[config.mk]
export PLATFORM = sky130hd
export DESIGN_NAME = xml_entity_unescape_stream
export DESIGN_NICKNAME = d
export VERILOG_FILES = /design/src/rtl/core/xeu_pkg.sv /design/src/rtl/core/xeu_ctrl.sv /design/src/rtl/core/xeu_dp.sv /design/src/rtl/core/xml_entity_unescape_stream.sv
export SDC_FILE = /design/constraint.sdc
export NUM_CORES = 1
export LEC_CHECK = 0
export BUFFER_PORTS_ARGS = -buffer_cell sky130_fd_sc_hd__buf_2
export CELL_PAD_IN_SITES_DETAIL_PLACEMENT = 0
export CELL_PAD_IN_SITES_GLOBAL_PLACEMENT = 1
export CORE_MARGIN = 5
export CORE_UTILIZATION = 47
export DETAILED_ROUTE_END_ITERATION = 16
export GPL_ROUTABILITY_DRIVEN = 0
export MAX_ROUTING_LAYER = met4
export PLACE_DENSITY = 0.77
export SYNTH_ARGS = -nofsm -noshare
export SYNTH_HDL_FRONTEND = slang
export SYNTH_SLANG_ARGS = --single-unit
[constraint.sdc]
create_clock -name i_clk -period 6.8 [get_ports i_clk]
set_clock_uncertainty 0.1 [all_clocks]
set_input_delay 1.02 -clock i_clk [delete_from_list [all_inputs] [get_ports i_clk]]
set_output_delay 1.02 -clock i_clk [all_outputs]
set_load 0.01 [all_outputs]
[src/rtl/core/xeu_pkg.sv]
// shared types and constants of the entity decoder
// no dependencies
`default_nettype none

package xeu_pkg;

    localparam int MAX_NAME_LEN_DEF = 9;

    localparam logic [7:0] CH_AMP   = 8'h26;
    localparam logic [7:0] CH_SEMI  = 8'h3b;
    localparam logic [7:0] CH_HASH  = 8'h23;
    localparam logic [7:0] CH_X     = 8'h78;

    localparam logic [30:0] CP_QUOT  = 31'h22;
    localparam logic [30:0] CP_AMP   = 31'h26;
    localparam logic [30:0] CP_APOS  = 31'h27;
    localparam logic [30:0] CP_LT    = 31'h3c;
    localparam logic [30:0] CP_GT    = 31'h3e;
    localparam logic [30:0] CP_LIMIT = 31'h7fffffff;

    typedef enum logic [3:0] {
        ST_IDLE,
        ST_RUN,
        ST_DEC,
        ST_NUM,
        ST_CHKZ,
        ST_UTF,
        ST_FAIL,
        ST_REPLAY,
        ST_EOT,
        ST_FINISH
    } t_state;

    typedef enum logic [1:0] {
        EM_HEAD,
        EM_AMP,
        EM_UTF,
        EM_MARK
    } t_emit;

    typedef struct packed {
        logic  q_load;
        logic  q_pop;
        logic  push_cur;
        logic  push_buf;
        logic  set_coll;
        logic  clr_coll;
        logic  buf_wr;
        logic  rcnt_load;
        logic  dec_start;
        logic  num_step;
        logic  utf_step;
        logic  emit;
        t_emit esel;
        logic  run_clear;
        logic  finish;
    } t_cmd;

    typedef struct packed {
        logic q_empty;
        logic head_amp;
        logic head_semi;
        logic coll;
        logic cnt_full;
        logic rcnt_zero;
        logic named_hit;
        logic num_ok;
        logic dig_bad;
        logic num_last;
        logic cp_zero;
        logic utf_last;
        logic emit_ok;
        logic hold_v;
        logic out_free;
    } t_stat;

endpackage

`default_nettype wire

[src/rtl/core/xeu_ctrl.sv]
// controller state machine of the entity decoder
// depends on xeu_pkg
`default_nettype none

module xeu_ctrl import xeu_pkg::*; (
    input  wire logic i_clk,
    input  wire logic i_rst_n,
    input  wire logic i_in_valid,
    input  wire logic i_end_of_text,
    output logic      o_in_stall,
    input  t_stat     i_stat,
    output t_cmd      o_cmd
);

    t_state r_state, n_state;
    logic   r_eot, n_eot;

    always_ff @(posedge i_clk) begin
        if (!i_rst_n) begin
            r_state <= ST_IDLE;
            r_eot   <= 1'b0;
        end else begin
            r_state <= n_state;
            r_eot   <= n_eot;
        end
    end

    always_comb begin
        n_state    = r_state;
        n_eot      = r_eot;
        o_cmd      = '0;
        o_cmd.esel = EM_HEAD;
        o_in_stall = 1'b1;
        case (r_state)
            ST_IDLE: begin
                o_in_stall = 1'b0;
                if (i_in_valid) begin
                    o_cmd.run_clear = 1'b1;
                    if (i_end_of_text) begin
                        n_eot   = 1'b1;
                        n_state = ST_EOT;
                    end else begin
                        n_eot        = 1'b0;
                        o_cmd.q_load = 1'b1;
                        n_state      = ST_RUN;
                    end
                end
            end
            ST_RUN: begin
                if (i_stat.q_empty) begin
                    n_state = r_eot ? ST_EOT : ST_FINISH;
                end else if (!i_stat.coll) begin
                    if (i_stat.head_amp) begin
                        o_cmd.q_pop    = 1'b1;
                        o_cmd.set_coll = 1'b1;
                    end else if (i_stat.emit_ok) begin
                        o_cmd.q_pop = 1'b1;
                        o_cmd.emit  = 1'b1;
                        o_cmd.esel  = EM_HEAD;
                    end
                end else begin
                    o_cmd.q_pop = 1'b1;
                    if (i_stat.head_semi) begin
                        n_state = ST_DEC;
                    end else if (!i_stat.cnt_full) begin
                        o_cmd.buf_wr = 1'b1;
                    end else begin
                        n_state = ST_FAIL;
                    end
                end
            end
            ST_DEC: begin
                o_cmd.dec_start = 1'b1;
                if (i_stat.named_hit) begin
                    n_state = ST_UTF;
                end else if (i_stat.num_ok) begin
                    n_state = ST_NUM;
                end else begin
                    n_state = ST_FAIL;
                end
            end
            ST_NUM: begin
                if (i_stat.dig_bad) begin
                    n_state = ST_FAIL;
                end else begin
                    o_cmd.num_step = 1'b1;
                    if (i_stat.num_last) begin
                        n_state = ST_CHKZ;
                    end
                end
            end
            ST_CHKZ: begin
                n_state = i_stat.cp_zero ? ST_FAIL : ST_UTF;
            end
            ST_UTF: begin
                if (i_stat.emit_ok) begin
                    o_cmd.emit = 1'b1;
                    o_cmd.esel = EM_UTF;
                    if (i_stat.utf_last) begin
                        o_cmd.clr_coll = 1'b1;
                        n_state        = ST_RUN;
                    end else begin
                        o_cmd.utf_step = 1'b1;
                    end
                end
            end
            ST_FAIL: begin
                // literal ampersand, then the ending byte goes back in front
                if (i_stat.emit_ok) begin
                    o_cmd.emit      = 1'b1;
                    o_cmd.esel      = EM_AMP;
                    o_cmd.push_cur  = 1'b1;
                    o_cmd.clr_coll  = 1'b1;
                    o_cmd.rcnt_load = 1'b1;
                    n_state         = ST_REPLAY;
                end
            end
            ST_REPLAY: begin
                if (i_stat.rcnt_zero) begin
                    n_state = ST_RUN;
                end else begin
                    o_cmd.push_buf = 1'b1;
                end
            end
            ST_EOT: begin
                if (i_stat.emit_ok) begin
                    o_cmd.emit = 1'b1;
                    if (i_stat.coll) begin
                        o_cmd.esel      = EM_AMP;
                        o_cmd.clr_coll  = 1'b1;
                        o_cmd.rcnt_load = 1'b1;
                        n_state         = ST_REPLAY;
                    end else begin
                        o_cmd.esel = EM_MARK;
                        n_state    = ST_FINISH;
                    end
                end
            end
            ST_FINISH: begin
                if (!i_stat.hold_v) begin
                    n_state = ST_IDLE;
                end else if (i_stat.out_free) begin
                    o_cmd.finish = 1'b1;
                    n_state      = ST_IDLE;
                end
            end
            default: begin
                n_state = ST_IDLE;
            end
        endcase
    end

endmodule

`default_nettype wire

[src/rtl/core/xeu_dp.sv]
// datapath of the entity decoder: replay queue, name buffer, decoder, utf-8 encoder
// and output registers; depends on xeu_pkg
`default_nettype none

module xeu_dp import xeu_pkg::*; #(
    parameter int MAX_NAME_LEN = MAX_NAME_LEN_DEF
) (
    input  wire logic       i_clk,
    input  wire logic       i_rst_n,
    input  wire logic [7:0] i_in_byte,
    input  t_cmd            i_cmd,
    output t_stat           o_stat,
    output logic            o_out_valid,
    input  wire logic       i_out_stall,
    output logic [7:0]      o_out_byte,
    output logic            o_byte_valid,
    output logic            o_text_done,
    output logic            o_last_of_run
);

    localparam int QLEN   = MAX_NAME_LEN + 1;
    localparam int MAXOUT = MAX_NAME_LEN + 2;
    localparam int CW     = $clog2(MAX_NAME_LEN + 1);
    localparam int QLW    = $clog2(QLEN + 1);
    localparam int BIW    = $clog2(MAX_NAME_LEN);
    localparam int NW     = $clog2(MAXOUT + 1);

    // replay queue, head at entry 0
    logic [7:0]     r_q [QLEN];
    logic [QLW-1:0] r_qlen;
    logic [7:0]     r_cur;
    logic           r_coll;
    logic [7:0]     r_buf [MAX_NAME_LEN];
    logic [CW-1:0]  r_cnt;
    logic [CW-1:0]  r_rcnt;
    logic [CW-1:0]  r_idx;
    logic           r_hex;
    logic [30:0]    r_cp;
    logic [2:0]     r_j;
    logic [NW-1:0]  r_n;

    logic       r_hv, r_hbv, r_hd;
    logic [7:0] r_hb;
    logic       r_ov, r_obv, r_od, r_ol;
    logic [7:0] r_ob;

    logic [7:0]    head;
    logic [CW-1:0] rcnt_m1;
    logic [BIW-1:0] rd_addr;
    logic [7:0]    rd_byte;
    logic          capped, out_free;
    logic          is_hex, is_dec, named_hit;
    logic [30:0]   named_cp;
    logic [CW-1:0] start;
    logic          dig_ok;
    logic [3:0]    dig;
    logic [35:0]   prod;
    logic [30:0]   acc_next;
    logic [2:0]    ulen, uk;
    logic [7:0]    ulead;
    logic [4:0]    ush;
    logic [31:0]   ushifted;
    logic [7:0]    ubyte;
    logic [7:0]    ebyte;
    logic          evalid, edone;
    logic [7:0]    push_val;
    logic          push;

    assign head     = r_q[0];
    assign rcnt_m1  = r_rcnt - 1'b1;
    assign rd_addr  = i_cmd.push_buf ? rcnt_m1[BIW-1:0] : r_idx[BIW-1:0];
    assign rd_byte  = r_buf[rd_addr];
    assign capped   = (r_n >= NW'(MAXOUT));
    assign out_free = !r_ov || !i_out_stall;

    // named entities and numeric prefixes
    always_comb begin
        named_hit = 1'b0;
        named_cp  = '0;
        if (r_cnt == CW'(4) && r_buf[0] == "q" && r_buf[1] == "u"
                && r_buf[2] == "o" && r_buf[3] == "t") begin
            named_hit = 1'b1;
            named_cp  = CP_QUOT;
        end else if (r_cnt == CW'(3) && r_buf[0] == "a" && r_buf[1] == "m"
                && r_buf[2] == "p") begin
            named_hit = 1'b1;
            named_cp  = CP_AMP;
        end else if (r_cnt == CW'(4) && r_buf[0] == "a" && r_buf[1] == "p"
                && r_buf[2] == "o" && r_buf[3] == "s") begin
            named_hit = 1'b1;
            named_cp  = CP_APOS;
        end else if (r_cnt == CW'(2) && r_buf[0] == "l" && r_buf[1] == "t") begin
            named_hit = 1'b1;
            named_cp  = CP_LT;
        end else if (r_cnt == CW'(2) && r_buf[0] == "g" && r_buf[1] == "t") begin
            named_hit = 1'b1;
            named_cp  = CP_GT;
        end
    end

    assign is_hex = (r_cnt >= CW'(2)) && r_buf[0] == CH_HASH && r_buf[1] == CH_X;
    assign is_dec = (r_cnt >= CW'(1)) && r_buf[0] == CH_HASH;
    assign start  = is_hex ? CW'(2) : CW'(1);

    // one digit per cycle
    always_comb begin
        dig_ok = 1'b0;
        dig    = '0;
        if (rd_byte >= "0" && rd_byte <= "9") begin
            dig_ok = 1'b1;
            dig    = 4'(rd_byte - "0");
        end else if (r_hex && rd_byte >= "a" && rd_byte <= "f") begin
            dig_ok = 1'b1;
            dig    = 4'(rd_byte - "a" + 8'd10);
        end else if (r_hex && rd_byte >= "A" && rd_byte <= "F") begin
            dig_ok = 1'b1;
            dig    = 4'(rd_byte - "A" + 8'd10);
        end
    end

    assign prod = (r_hex ? {1'b0, r_cp, 4'b0} : ({4'b0, r_cp, 1'b0} + {2'b0, r_cp, 3'b0}))
                  + {32'b0, dig};
    assign acc_next = (prod > {5'b0, CP_LIMIT}) ? CP_LIMIT : prod[30:0];

    // utf-8 byte j of the code point
    always_comb begin
        if (r_cp < 31'h80) begin
            ulen = 3'd1; ulead = 8'h00;
        end else if (r_cp < 31'h800) begin
            ulen = 3'd2; ulead = 8'hc0;
        end else if (r_cp < 31'h10000) begin
            ulen = 3'd3; ulead = 8'he0;
        end else if (r_cp < 31'h200000) begin
            ulen = 3'd4; ulead = 8'hf0;
        end else if (r_cp < 31'h4000000) begin
            ulen = 3'd5; ulead = 8'hf8;
        end else begin
            ulen = 3'd6; ulead = 8'hfc;
        end
    end

    assign uk       = ulen - 3'd1 - r_j;
    assign ush      = {uk, 2'b0} + {1'b0, uk, 1'b0};
    assign ushifted = {1'b0, r_cp} >> ush;
    assign ubyte    = (r_j == 3'd0) ? (ulead | ushifted[7:0]) : {2'b10, ushifted[5:0]};

    always_comb begin
        evalid = 1'b1;
        edone  = 1'b0;
        case (i_cmd.esel)
            EM_HEAD: ebyte = head;
            EM_AMP:  ebyte = CH_AMP;
            EM_UTF:  ebyte = ubyte;
            EM_MARK: begin
                ebyte  = 8'h00;
                evalid = 1'b0;
                edone  = 1'b1;
            end
            default: ebyte = head;
        endcase
    end

    assign push     = i_cmd.push_cur || i_cmd.push_buf;
    assign push_val = i_cmd.push_buf ? rd_byte : r_cur;

    always_ff @(posedge i_clk) begin
        if (i_cmd.q_load) begin
            r_q[0] <= i_in_byte;
        end else if (i_cmd.q_pop) begin
            for (int i = 0; i < QLEN - 1; i++) begin
                r_q[i] <= r_q[i+1];
            end
            r_cur <= head;
        end else if (push) begin
            // push to the front, the tail falls off when full
            for (int i = 1; i < QLEN; i++) begin
                r_q[i] <= r_q[i-1];
            end
            r_q[0] <= push_val;
        end
        if (i_cmd.buf_wr) begin
            r_buf[r_cnt[BIW-1:0]] <= head;
        end
        if (i_cmd.dec_start) begin
            r_cp  <= named_hit ? named_cp : '0;
            r_idx <= start;
            r_hex <= is_hex;
            r_j   <= '0;
        end else if (i_cmd.num_step) begin
            r_cp  <= acc_next;
            r_idx <= r_idx + 1'b1;
        end else if (i_cmd.utf_step) begin
            r_j <= r_j + 3'd1;
        end
        if (i_cmd.emit && !capped) begin
            r_hb  <= ebyte;
            r_hbv <= evalid;
            r_hd  <= edone;
        end
        if ((i_cmd.emit && !capped && r_hv) || (i_cmd.finish && r_hv)) begin
            r_ob  <= r_hb;
            r_obv <= r_hbv;
            r_od  <= r_hd;
            r_ol  <= i_cmd.finish;
        end
    end

    always_ff @(posedge i_clk) begin
        if (!i_rst_n) begin
            r_qlen <= '0;
            r_coll <= 1'b0;
            r_cnt  <= '0;
            r_rcnt <= '0;
            r_n    <= '0;
            r_hv   <= 1'b0;
            r_ov   <= 1'b0;
        end else begin
            if (i_cmd.q_load) begin
                r_qlen <= QLW'(1);
            end else if (i_cmd.q_pop) begin
                r_qlen <= r_qlen - 1'b1;
            end else if (push && r_qlen != QLW'(QLEN)) begin
                r_qlen <= r_qlen + 1'b1;
            end
            if (i_cmd.set_coll) begin
                r_coll <= 1'b1;
                r_cnt  <= '0;
            end else if (i_cmd.clr_coll) begin
                r_coll <= 1'b0;
                r_cnt  <= '0;
            end else if (i_cmd.buf_wr) begin
                r_cnt <= r_cnt + 1'b1;
            end
            if (i_cmd.rcnt_load) begin
                r_rcnt <= r_cnt;
            end else if (i_cmd.push_buf) begin
                r_rcnt <= rcnt_m1;
            end
            if (i_cmd.run_clear) begin
                r_n <= '0;
            end else if (i_cmd.emit && !capped) begin
                r_n <= r_n + 1'b1;
            end
            if (r_ov && !i_out_stall) begin
                r_ov <= 1'b0;
            end
            if ((i_cmd.emit && !capped && r_hv) || (i_cmd.finish && r_hv)) begin
                r_ov <= 1'b1;
            end
            if (i_cmd.emit && !capped) begin
                r_hv <= 1'b1;
            end else if (i_cmd.finish) begin
                r_hv <= 1'b0;
            end
        end
    end

    always_comb begin
        o_stat.q_empty   = (r_qlen == '0);
        o_stat.head_amp  = (head == CH_AMP);
        o_stat.head_semi = (head == CH_SEMI);
        o_stat.coll      = r_coll;
        o_stat.cnt_full  = (r_cnt >= CW'(MAX_NAME_LEN));
        o_stat.rcnt_zero = (r_rcnt == '0);
        o_stat.named_hit = named_hit;
        o_stat.num_ok    = (is_hex || is_dec) && (r_cnt > start);
        o_stat.dig_bad   = !dig_ok;
        o_stat.num_last  = (r_idx == r_cnt - 1'b1);
        o_stat.cp_zero   = (r_cp == '0);
        o_stat.utf_last  = (r_j == ulen - 3'd1);
        o_stat.emit_ok   = capped || !r_hv || out_free;
        o_stat.hold_v    = r_hv;
        o_stat.out_free  = out_free;
    end

    assign o_out_valid   = r_ov;
    assign o_out_byte    = r_ob;
    assign o_byte_valid  = r_obv;
    assign o_text_done   = r_od;
    assign o_last_of_run = r_ol;

endmodule

`default_nettype wire

[src/rtl/core/xml_entity_unescape_stream.sv]
// path: a plain byte passes queue, hold and output register; a stalled output holds it
// plain word: take, queue byte, drain check, finish, then the next word is taken;
// an entity end adds decode, a numeric one a step per digit and a zero check,
// each utf-8 byte a step; a failed entity adds the ampersand and a byte replay
// reset: synchronous active low; clears queue, entity state and output valid
// top level: joins xeu_ctrl and xeu_dp; depends on xeu_pkg
`default_nettype none

module xml_entity_unescape_stream import xeu_pkg::*; #(
    parameter int MAX_NAME_LEN = MAX_NAME_LEN_DEF
) (
    input  wire logic       i_clk,
    input  wire logic       i_rst_n,
    input  wire logic       i_in_valid,
    output logic            o_in_stall,
    input  wire logic [7:0] i_in_byte,
    input  wire logic       i_end_of_text,
    output logic            o_out_valid,
    input  wire logic       i_out_stall,
    output logic [7:0]      o_out_byte,
    output logic            o_byte_valid,
    output logic            o_text_done,
    output logic            o_last_of_run
);

    t_cmd  cmd;
    t_stat stat;

    xeu_ctrl u_ctrl (
        .i_clk         (i_clk),
        .i_rst_n       (i_rst_n),
        .i_in_valid    (i_in_valid),
        .i_end_of_text (i_end_of_text),
        .o_in_stall    (o_in_stall),
        .i_stat        (stat),
        .o_cmd         (cmd)
    );

    xeu_dp #(
        .MAX_NAME_LEN (MAX_NAME_LEN)
    ) u_dp (
        .i_clk         (i_clk),
        .i_rst_n       (i_rst_n),
        .i_in_byte     (i_in_byte),
        .i_cmd         (cmd),
        .o_stat        (stat),
        .o_out_valid   (o_out_valid),
        .i_out_stall   (i_out_stall),
        .o_out_byte    (o_out_byte),
        .o_byte_valid  (o_byte_valid),
        .o_text_done   (o_text_done),
        .o_last_of_run (o_last_of_run)
    );

endmodule

`default_nettype wire

==> Word level (Yosys, flattened, before mapping) <==
Memory sizes are Yosys's and may differ from the RTL's.
Cells that the tools add are included.
{ "word_totals": {"elab_cells": 317, "in_bits": 13, "output_inout_bits": 13, "mem_count": 2, "mem_bits_rw": 152, "register_bits": 92} }
{ "memory_table": {"columns": ["name", "words", "word_bits", "read_ports", "rd_ports_with_merged_regs", "wr", "line_no", "text"], "rows": [
  ["u_dp.r_q", 10, 8, 10, 0, 10, "xeu_dp.sv:29", "logic [7:0] r_q [QLEN];"],
  ["u_dp.r_buf", 9, 8, 5, 0, 1, "xeu_dp.sv:33", "logic [7:0] r_buf [MAX_NAME_LEN];"]
]} }
{ "op_classes": {"n_eq_ne": 44, "addsub": 18, "bitwise": 14, "n_reduce_logical": 59, "magnitude_cmp": 17, "shifts": 1, "muxes": 140} }
{ "op_table": {"columns": ["cell", "n"], "rows": [
  ["$mux 31", 8],
  ["$mux 8", 16],
  ["$mux 4", 27],
  ["$eq 8x7->1 const B", 13],
  ["$mux 1", 65],
  ["$pmux 4 s10", 1],
  ["$mux 3", 13],
  ["$add 36x4->36", 1],
  ["$gt 36x31->1 const B", 1],
  ["$mux 36", 1],
  ["$add 32x34->35", 1],
  ["$pmux 8 s4", 1],
  ["$logic_not 31->1", 1],
  ["$lt 31x12->1 const B", 1],
  ["$lt 31x17->1 const B", 1],
  ["$lt 31x22->1 const B", 1],
  ["$lt 31x27->1 const B", 1],
  ["$lt 31x8->1 const B", 1],
  ["$shr 31x5->8", 1],
  ["$logic_and 1x1->1", 29],
  ["$eq 8x6->1 const B", 3],
  ["$sub 4x1->4 const B", 6],
  ["$eq 4x3->1 const B", 5],
  ["$add 4x1->4 const B", 4],
  ["other kinds (44)", 91]
]} }

==> Logic depth before layout (Yosys ltp) <==
Gate-level depths: netlist of run 1.
An unclocked memory read counts as a cell.
{ "depth": {"depth_word": 16, "mapped_depth": 30, "mapped_depth_nobuf": 26} }

==> By module <==
Synthesis of run 1 repeated with hierarchy kept, for this count alone.
{ "unflattened": {"cells_unflattened": 1518, "area_unflattened_um2": 15955.3} }
{ "by_module_without_submodules": {"columns": ["mod", "area_per_inst_um2", "cells_each", "seq_area_each_um2", "instances"], "rows": [
  ["xeu_dp", 15250.9, 1414, 7677.4, 1],
  ["xeu_ctrl", 704.4, 104, 100.1, 1]
]} }

==> Worst setup path before layout of run 1 <==
OpenSTA, ideal clock, no wires.
{ "synth_path": {"kind": "register -> register", "startpoint": "register u_dp.r_rcnt[0]", "endpoint": "register u_dp.r_cp[23], data pin", "setup_slack_ns": 0.081, "setup_ns": 0.280, "stages_incl_launch_ff": 27, "n_path_buf": 2, "arrival_ns": 6.339, "required_ns": 6.420, "synth_period_minus_slack_ns": 6.719, "path_cell_list": "dfxtp_1 > inv_1 > ha_1 > or3b_1 > and3_1 > a21oi_2 > buf_2 > mux4_2 > a22oi_1 > o21ai_0 > inv_1 > ha_1 > inv_1 > o311ai_1 > o21ai_1 > o21a_1 > ha_1 > a21oi_1 > nor3_1 > nor3b_1 > nand2_1 > nor4_4 > nand2_2 > or4_1 > a211oi_2 > buf_6 > a21oi_2"} }
{ "synth_via": {"elab_chain_cells": 16, "word_cells_on_any_way": 30, "cone_classes": "add/sub: 7; order compare: 7; mux: 9; reduce/logical: 6; memory: 1"} }
{ "synth_lines": {"columns": ["element", "line_no", "text"], "rows": [
  ["start: declaration", "xeu_dp.sv:35", "logic [CW-1:0] r_rcnt;"],
  ["start signal: assignment", "xeu_dp.sv:235", "r_rcnt <= r_cnt;"],
  ["start signal: assignment", "xeu_dp.sv:237", "r_rcnt <= rcnt_m1;"],
  ["parallel branches: the longest is 3 deep, another holds $sub 4x1->4", null, null],
  ["$mux 4 *", "xeu_dp.sv:71", "assign rd_addr = i_cmd.push_buf ? rcnt_m1[BIW-1:0] : r_idx[BIW-1:0];"],
  ["$mem_v2 9x8 *", null, null],
  ["parallel branches: the longest is 5 deep, another holds $sub 4x1->4", null, null],
  ["$mux 4 *", "xeu_dp.sv:109", "if (rd_byte >= \"0\" && rd_byte <= \"9\") begin"],
  ["$add 36x4->36 *", "xeu_dp.sv:122", "+ {32'b0, dig};"],
  ["$gt 36x31->1", "xeu_dp.sv:123", "assign acc_next = (prod > {5'b0, CP_LIMIT}) ? CP_LIMIT : prod[30:0];"],
  ["$mux 31 *", "xeu_dp.sv:123", null],
  ["$mux 31 *", "xeu_dp.sv:189", "end else if (i_cmd.num_step) begin"],
  ["$mux 31 *", "xeu_dp.sv:184", "if (i_cmd.dec_start) begin"],
  ["end signal: assignment", "xeu_dp.sv:185", "r_cp <= named_hit ? named_cp : '0;"],
  ["end signal: assignment", "xeu_dp.sv:190", "r_cp <= acc_next;"],
  ["end: declaration", "xeu_dp.sv:38", "logic [30:0] r_cp;"]
]} }
Mark *: on every way between the ends. The select of a mux whose other input is x is not followed.
A chain may end at the register's enable or synchronous reset.

==> Final worst setup path of run 1 <==
{ "layout_path": {"startpoint": "register u_dp.r_rcnt[0]", "endpoint": "register u_dp.r_cp[16], data pin"} }
Same word-level chain as after synthesis.

==> results.yml, run 1 <==
pwr:
  ir_worst_vdd_uv: 267
  power_leakage_nw: 6.26
  power_density_nw_per_um2: 331
timing:
  min_period_ps: 6550
  tightest_slew_ps: 1160
  drv_slew: 0
  maxSlewHeadroom_pct: 22.3
  fin_tns_setup_ps: 0
  hold_viol_final: 0
  fin_crit_sh_pct: 96.3
  finalSetupViolations: 0
  fmax_ghz: 0.153
synthesis:
  synth.area.top_cells: "edfxtp_1 (45%), mux2_2 (5.2%), ha_1 (4.2%)"
  synth_area_leader_cell: "edfxtp_1"
  async_flop_share_pct: 0
  synthDistinctLibCells: 93
  synth_cells: 1421
  syn-cell-area_um2: 16200
  yosysSeqAreaShare_pct: 48.1
  synthFlopType: "edfxtp_1"
  yosys-top-cells-count: "edfxtp_1 (241), nor2_1 (109), nand2_1 (103), a21oi_1 (79), mux2_2 (75)"
  yosys_register_bits: 268
  synth-edff-count: 241
  synth_warnings: 0
  synth_top_area_share_pct: 44.8
  avgSynthCellArea_um2: 11.4
  yosysMostFrequentCell: "edfxtp_1"
worst_setup_path:
  r2r_cells: 29
  cp-end-kind: "flip-flop"
  arrival_ps: 6730
  startpoint_type: "flip-flop"
  path_max_fanout: 8
  crit_required_ps: 6980
  crit_path_top_delay_cell: "or4_4"
  slowest_delay_ps: 510
  reg2reg_slack_ps: 250
  path_class: "reg2reg"
global_route:
  grt_pass1_vias: 10800
  grt_pass1_wl_mm: 61.0
  grt_start_max_net_pins: 98
  antenna_found_initial: 0
  overflow: 0
  track_usage_pct: 20.1
clock_tree:
  clockBufferDepth: 3
  insertion_delay_ps: 570
  clock-sinks: 268
  cts-buffers-inserted: 28
  clk_pin_slew_worst_paths_ps: 60
  cts_tree: "yes"
  cts_max_level: 1
  cts-root-buf: "clkbuf_16"
floorplan:
  coreArea_um2: 34300
  initial_core_util_pct: 47.1
  dieArea_um2: 38200
  rows: 68
  dieHeight_um: 195
  die_w_um: 195
  pin_count: 26
cells_and_area:
  insertedDiodeCount: 0
  nNetsFinal: 1539
  final_core_util_pct: 52.8
  drive_gt1_share_pct: 19.1
  fin_area_um2: 18100
  syn2layout_area_growth_pct: 11.9
route:
  drcViolationCount: 0
  vias_per_cell: 5.93
  vias: 11500
  drtIter0Drc: 781
  ant_nets: 0
  dr.pass1.iters: 5
  routed_wl_mm: 38.9
  routedWlPerCell_um: 20.0
placed_design:
  portBuffers: 25
  dp_hpwl_mm: 27.9
  placed_area_um2: 16900
hold_path:
  hold_path.class: "reg2reg"
  min_delay_path_depth: 0
flow_run:
  cap_violations: 0
run_status:
  status: "finished clean"
## flip-flops by register name (all words and copies together), names as in the netlist, 3 cells and up
signal / flops
u_ctrl.r_state: 4
u_dp.o_out_byte: 8
u_dp.r_buf: 96
u_dp.r_cnt: 4
u_dp.r_cp: 31
u_dp.r_cur: 8
u_dp.r_hb: 8
u_dp.r_idx: 4
u_dp.r_j: 3
u_dp.r_n: 4
u_dp.r_q: 80
u_dp.r_qlen: 4
u_dp.r_rcnt: 4
## routing by layer
metal	share of wire (%)	vias up	GRT usage, %	wire length, um
met5	0	-	-	0
met4	1.7	0	4.19	662
met3	5.7	45	3.14	2210
met2	44	309	29.1	17100
met1	49	5623	30.0	18900
li1	-	5543	-	-
## through the flow
| stage | power (W) | setup slack [ps] | hold WS, ps | std cells |
|---|---|---|---|---|
| after floorplan | 0.00387 | 81.3 | 300 | 1428 |
| after global placement | 0.00440 | 26.0 | 305 | 1879 |
| after detailed placement | 0.00443 | -107 | 307 | 1879 |
| after CTS | 0.00598 | 54.8 | 321 | 1933 |
| after global routing | 0.00632 | -18.8 | 331 | 1944 |
| final | 0.00598 | 248 | 319 | 1944 |
## final cells by class
type                            instances  area, um2
Fill cell                            2950      16200
Multi-Input combinational cell       1049       8040
Tap cell                              455        569
Clock buffer                           36        731
Sequential cell                       268       7780
Inverter                               36        135
Timing Repair Buffer                   84        642
Clock inverter                         16        198
## kinds of logic (layout without fill, tap and decap cells)
kind of cell,Yosys count,after routing,synth area share [%]
AOI/OAI and AO/OA,328,328,14.0
and+or+nand+nor,412,412,13.0
other,1,8,0.0232
DFF,268,268,48.1
muxes,170,170,13.4
xor gates and xnor gates,72,72,3.90
buffers and inverters,111,172,2.86
adders and majority gates,59,59,4.80
## final timing paths
| kind | start | to |
|---|---|---|
| min reg2reg | u_dp.r_hbv | u_dp.o_byte_valid |
| max | u_dp.r_rcnt[0] | u_dp.r_cp[16] |
| min | u_dp.r_hbv | u_dp.o_byte_valid |
| max reg2reg | u_dp.r_rcnt[0] | u_dp.r_cp[16] |
## cells in the final DEF (no fill, tap or decap), types with 34 or more instances in the layout
| cell | count |
|---|---|
| mux2_2 | 75 |
| a21oi_1 | 79 |
| nand2_1 | 102 |
| edfxtp_1 | 241 |
| buf_4 | 50 |
| xnor2_1 | 38 |
| nor2_1 | 108 |
| xor2_1 | 34 |
| o21ai_0 | 49 |
| inv_1 | 34 |
| ha_1 | 53 |
| mux2i_1 | 65 |
## timing repair
| action | in CTS | in global routing |
|---|---|---|
| buffers inserted | 2 | 7 |
| pin swaps | 0 | 7 |
| hold endpoints to repair | 0 | 0 |
| endpoints found under the setup margin | 31 | 31 |
| gates cloned | 0 | 4 |
| hold buffers | 0 | 0 |
| gates resized for setup | 0 | 25 |
## where the power goes
group / internal (W) / switching [W] / total [W] / leakage (nW)
registers: 0.00207 / 0.000157 / 0.00223 / 2.37
logic: 0.000937 / 0.00128 / 0.00222 / 3.45
clock network: 0.000884 / 0.000652 / 0.00154 / 0.440
total: 0.00389 / 0.00209 / 0.00598 / 6.26
## worst max-delay path, delay by kind of cell, from the launching register on
kind | cells | cell delay (ps)
compound gates | 6 | 850
buf+inv | 6 | 950
mux | 1 | 500
flops | 1 | 330
simple gates | 12 | 2750
fa+ha+maj | 4 | 780
Note: power is estimated with default switching activity, not from simulation.
==> run 2, diff against run 1 <==
--- a/config.mk
+++ b/config.mk
@@ -13,7 +13,7 @@
 export DETAILED_ROUTE_END_ITERATION = 16
 export GPL_ROUTABILITY_DRIVEN = 0
 export MAX_ROUTING_LAYER = met4
-export PLACE_DENSITY = 0.77
+export PLACE_DENSITY_LB_ADDON = 0.1
 export SYNTH_ARGS = -nofsm -noshare
 export SYNTH_HDL_FRONTEND = slang
 export SYNTH_SLANG_ARGS = --single-unit
==> results.yml, run 2 (synthesis gave the netlist of run 1 again) <==
run_status:
  status: "finished clean"
floorplan:
  initial_core_util_pct: 47.1
  coreArea_um2: 34300
  die_w_um: 195
  dieHeight_um: 195
  dieArea_um2: 38200
  rows: 68
  pin_count: 26
global_route:
  grt_start_max_net_pins: 99
  overflow: 0
  grt_pass1_wl_mm: 62.4
  grt_pass1_vias: 10900
  track_usage_pct: 20.8
  antenna_found_initial: 0
cells_and_area:
  syn2layout_area_growth_pct: 11.9
  drive_gt1_share_pct: 19.0
  final_common_cell: "edfxtp_1"
  fill_cells: 3025
  insertedDiodeCount: 0
  multi_input_comb_area_um2: 8020
  nNetsFinal: 1540
  final_cell_mix: "edfxtp_1 (241), nor2_1 (109), nand2_1 (102), a21oi_1 (79), mux2_2 (75)"
  largest_reg_flops: 96
  ff_latch_area_um2: 7780
clock_tree:
  clockBufferDepth: 3
  clock-sinks: 268
  cts-root-buf: "clkbuf_16"
  clk_pin_slew_worst_paths_ps: 70
  postCtsHoldBufs: 0
  cts-buffers-inserted: 31
  insertion_delay_ps: 550
  cts_max_level: 1
  cts_tree: "yes"
route:
  drcViolationCount: 0
  drtIter0Drc: 851
  vias: 11600
  routedWlPerCell_um: 20.6
  ant_nets: 0
  vias_per_cell: 5.94
  dr.pass1.iters: 4
  routed_wl_mm: 40.1
timing:
  min_period_ps: 6430
  finalSetupViolations: 0
  maxSlewHeadroom_pct: 20.0
  fin_tns_setup_ps: 0
  fmax_ghz: 0.155
  fin_crit_sh_pct: 94.6
  fin_worst_hold_slack_ps: 313
  drv_slew: 0
  hold_viol_final: 0
  tightest_slew_ps: 1190
worst_setup_path:
  cp-end-kind: "flip-flop"
  path_max_fanout: 16
  arrival_ps: 6610
  path_class: "reg2reg"
  crit_required_ps: 6980
  startpoint_type: "flip-flop"
pwr:
  power_leakage_nw: 6.28
  ir_worst_vdd_uv: 171
  power_density_nw_per_um2: 335
  p_total_w: 0.00606
hold_path:
  hold_path.class: "reg2reg"
placed_design:
  portBuffers: 25
  dp_hpwl_mm: 29.0
flow_run:
  cap_violations: 0
## run 2: cell types whose count changed in the layout (fill, tap and decap cells not counted), sizes merged
cell / before / now
clkinv: 9 / 11
buf: 82 / 81
clkinvlp: 3 / 2
inv: 37 / 41
clkbuf: 38 / 37
bufinv: 3 / 2
## run 2: final timing paths
path	start	end	slack (ps)	cells after the start
max reg2reg	u_dp.r_rcnt[0]	u_dp.r_cp[1]	370	27
max	u_dp.r_rcnt[0]	u_dp.r_cp[1]	370	27
min reg2reg	u_dp.r_hd	u_dp.o_text_done	310	0
min	u_dp.r_hd	u_dp.o_text_done	310	0
## run 2: layer usage
layer,GRT usage (%),wire length [um]
met1,31.9,19800
met2,30.1,17600
met3,2.95,2160
met4,3.36,575
met5,-,0
## run 2: critical path, stage by stage (launching register included)
cell      delay [ps]
dfxtp_1          330
inv_1             90
ha_1             170
or3b_1           410
and3_1           260
a21oi_4          160
buf_12           150
buf_6            160
mux4_2           510
a221o_1          370
nor3_1           150
o311ai_1         140
buf_4            180
nor2_1           120
a21oi_1          100
mux2i_2          240
fa_2             270
a21oi_1          100
nor3_2           170
nor3b_4          280
nand2_2          120
nor4_4           310
nand2_2          110
or4_1            530
a211oi_4         240
buf_4            160
buf_12           140
a22oi_1           90
## run 2: cell type report
class	instances	area share [%]
Multi-Input combinational cell	1049	44.3
Sequential cell	268	43.0
Clock buffer	36	4.45
Timing Repair Buffer	82	3.33
Tap cell	455	3.15
Clock inverter	20	1.00
Inverter	36	0.747
## run 2: repair_timing
action / CTS / global route
pin swaps: 0 / 3
endpoints found under the hold margin: 0 / 0
setup endpoints to repair: 31 / 31
setup buffers: 0 / 7
resized for setup: 1 / 11
gates cloned: 0 / 2
## run 2: stage by stage
step | cells | worst slack [ps] | cell area, um2 | utilization [%]
after floorplan | 1428 | 81.3 | 16200 | -
after global placement | 1881 | 119 | 17000 | 49.5
after detailed placement | 1881 | 1.39 | 17000 | 49.5
after CTS | 1937 | 47.4 | 17900 | 52.3
after global routing | 1946 | -44.0 | 18100 | 52.8
final | 1946 | 365 | 18100 | 52.8
## run 2: power breakdown
| group | switching (W) | internal, W |
|---|---|---|
| Clock | 0.000669 | 0.000929 |
| Sequential | 0.000139 | 0.00207 |
| Combinational | 0.00131 | 0.000943 |
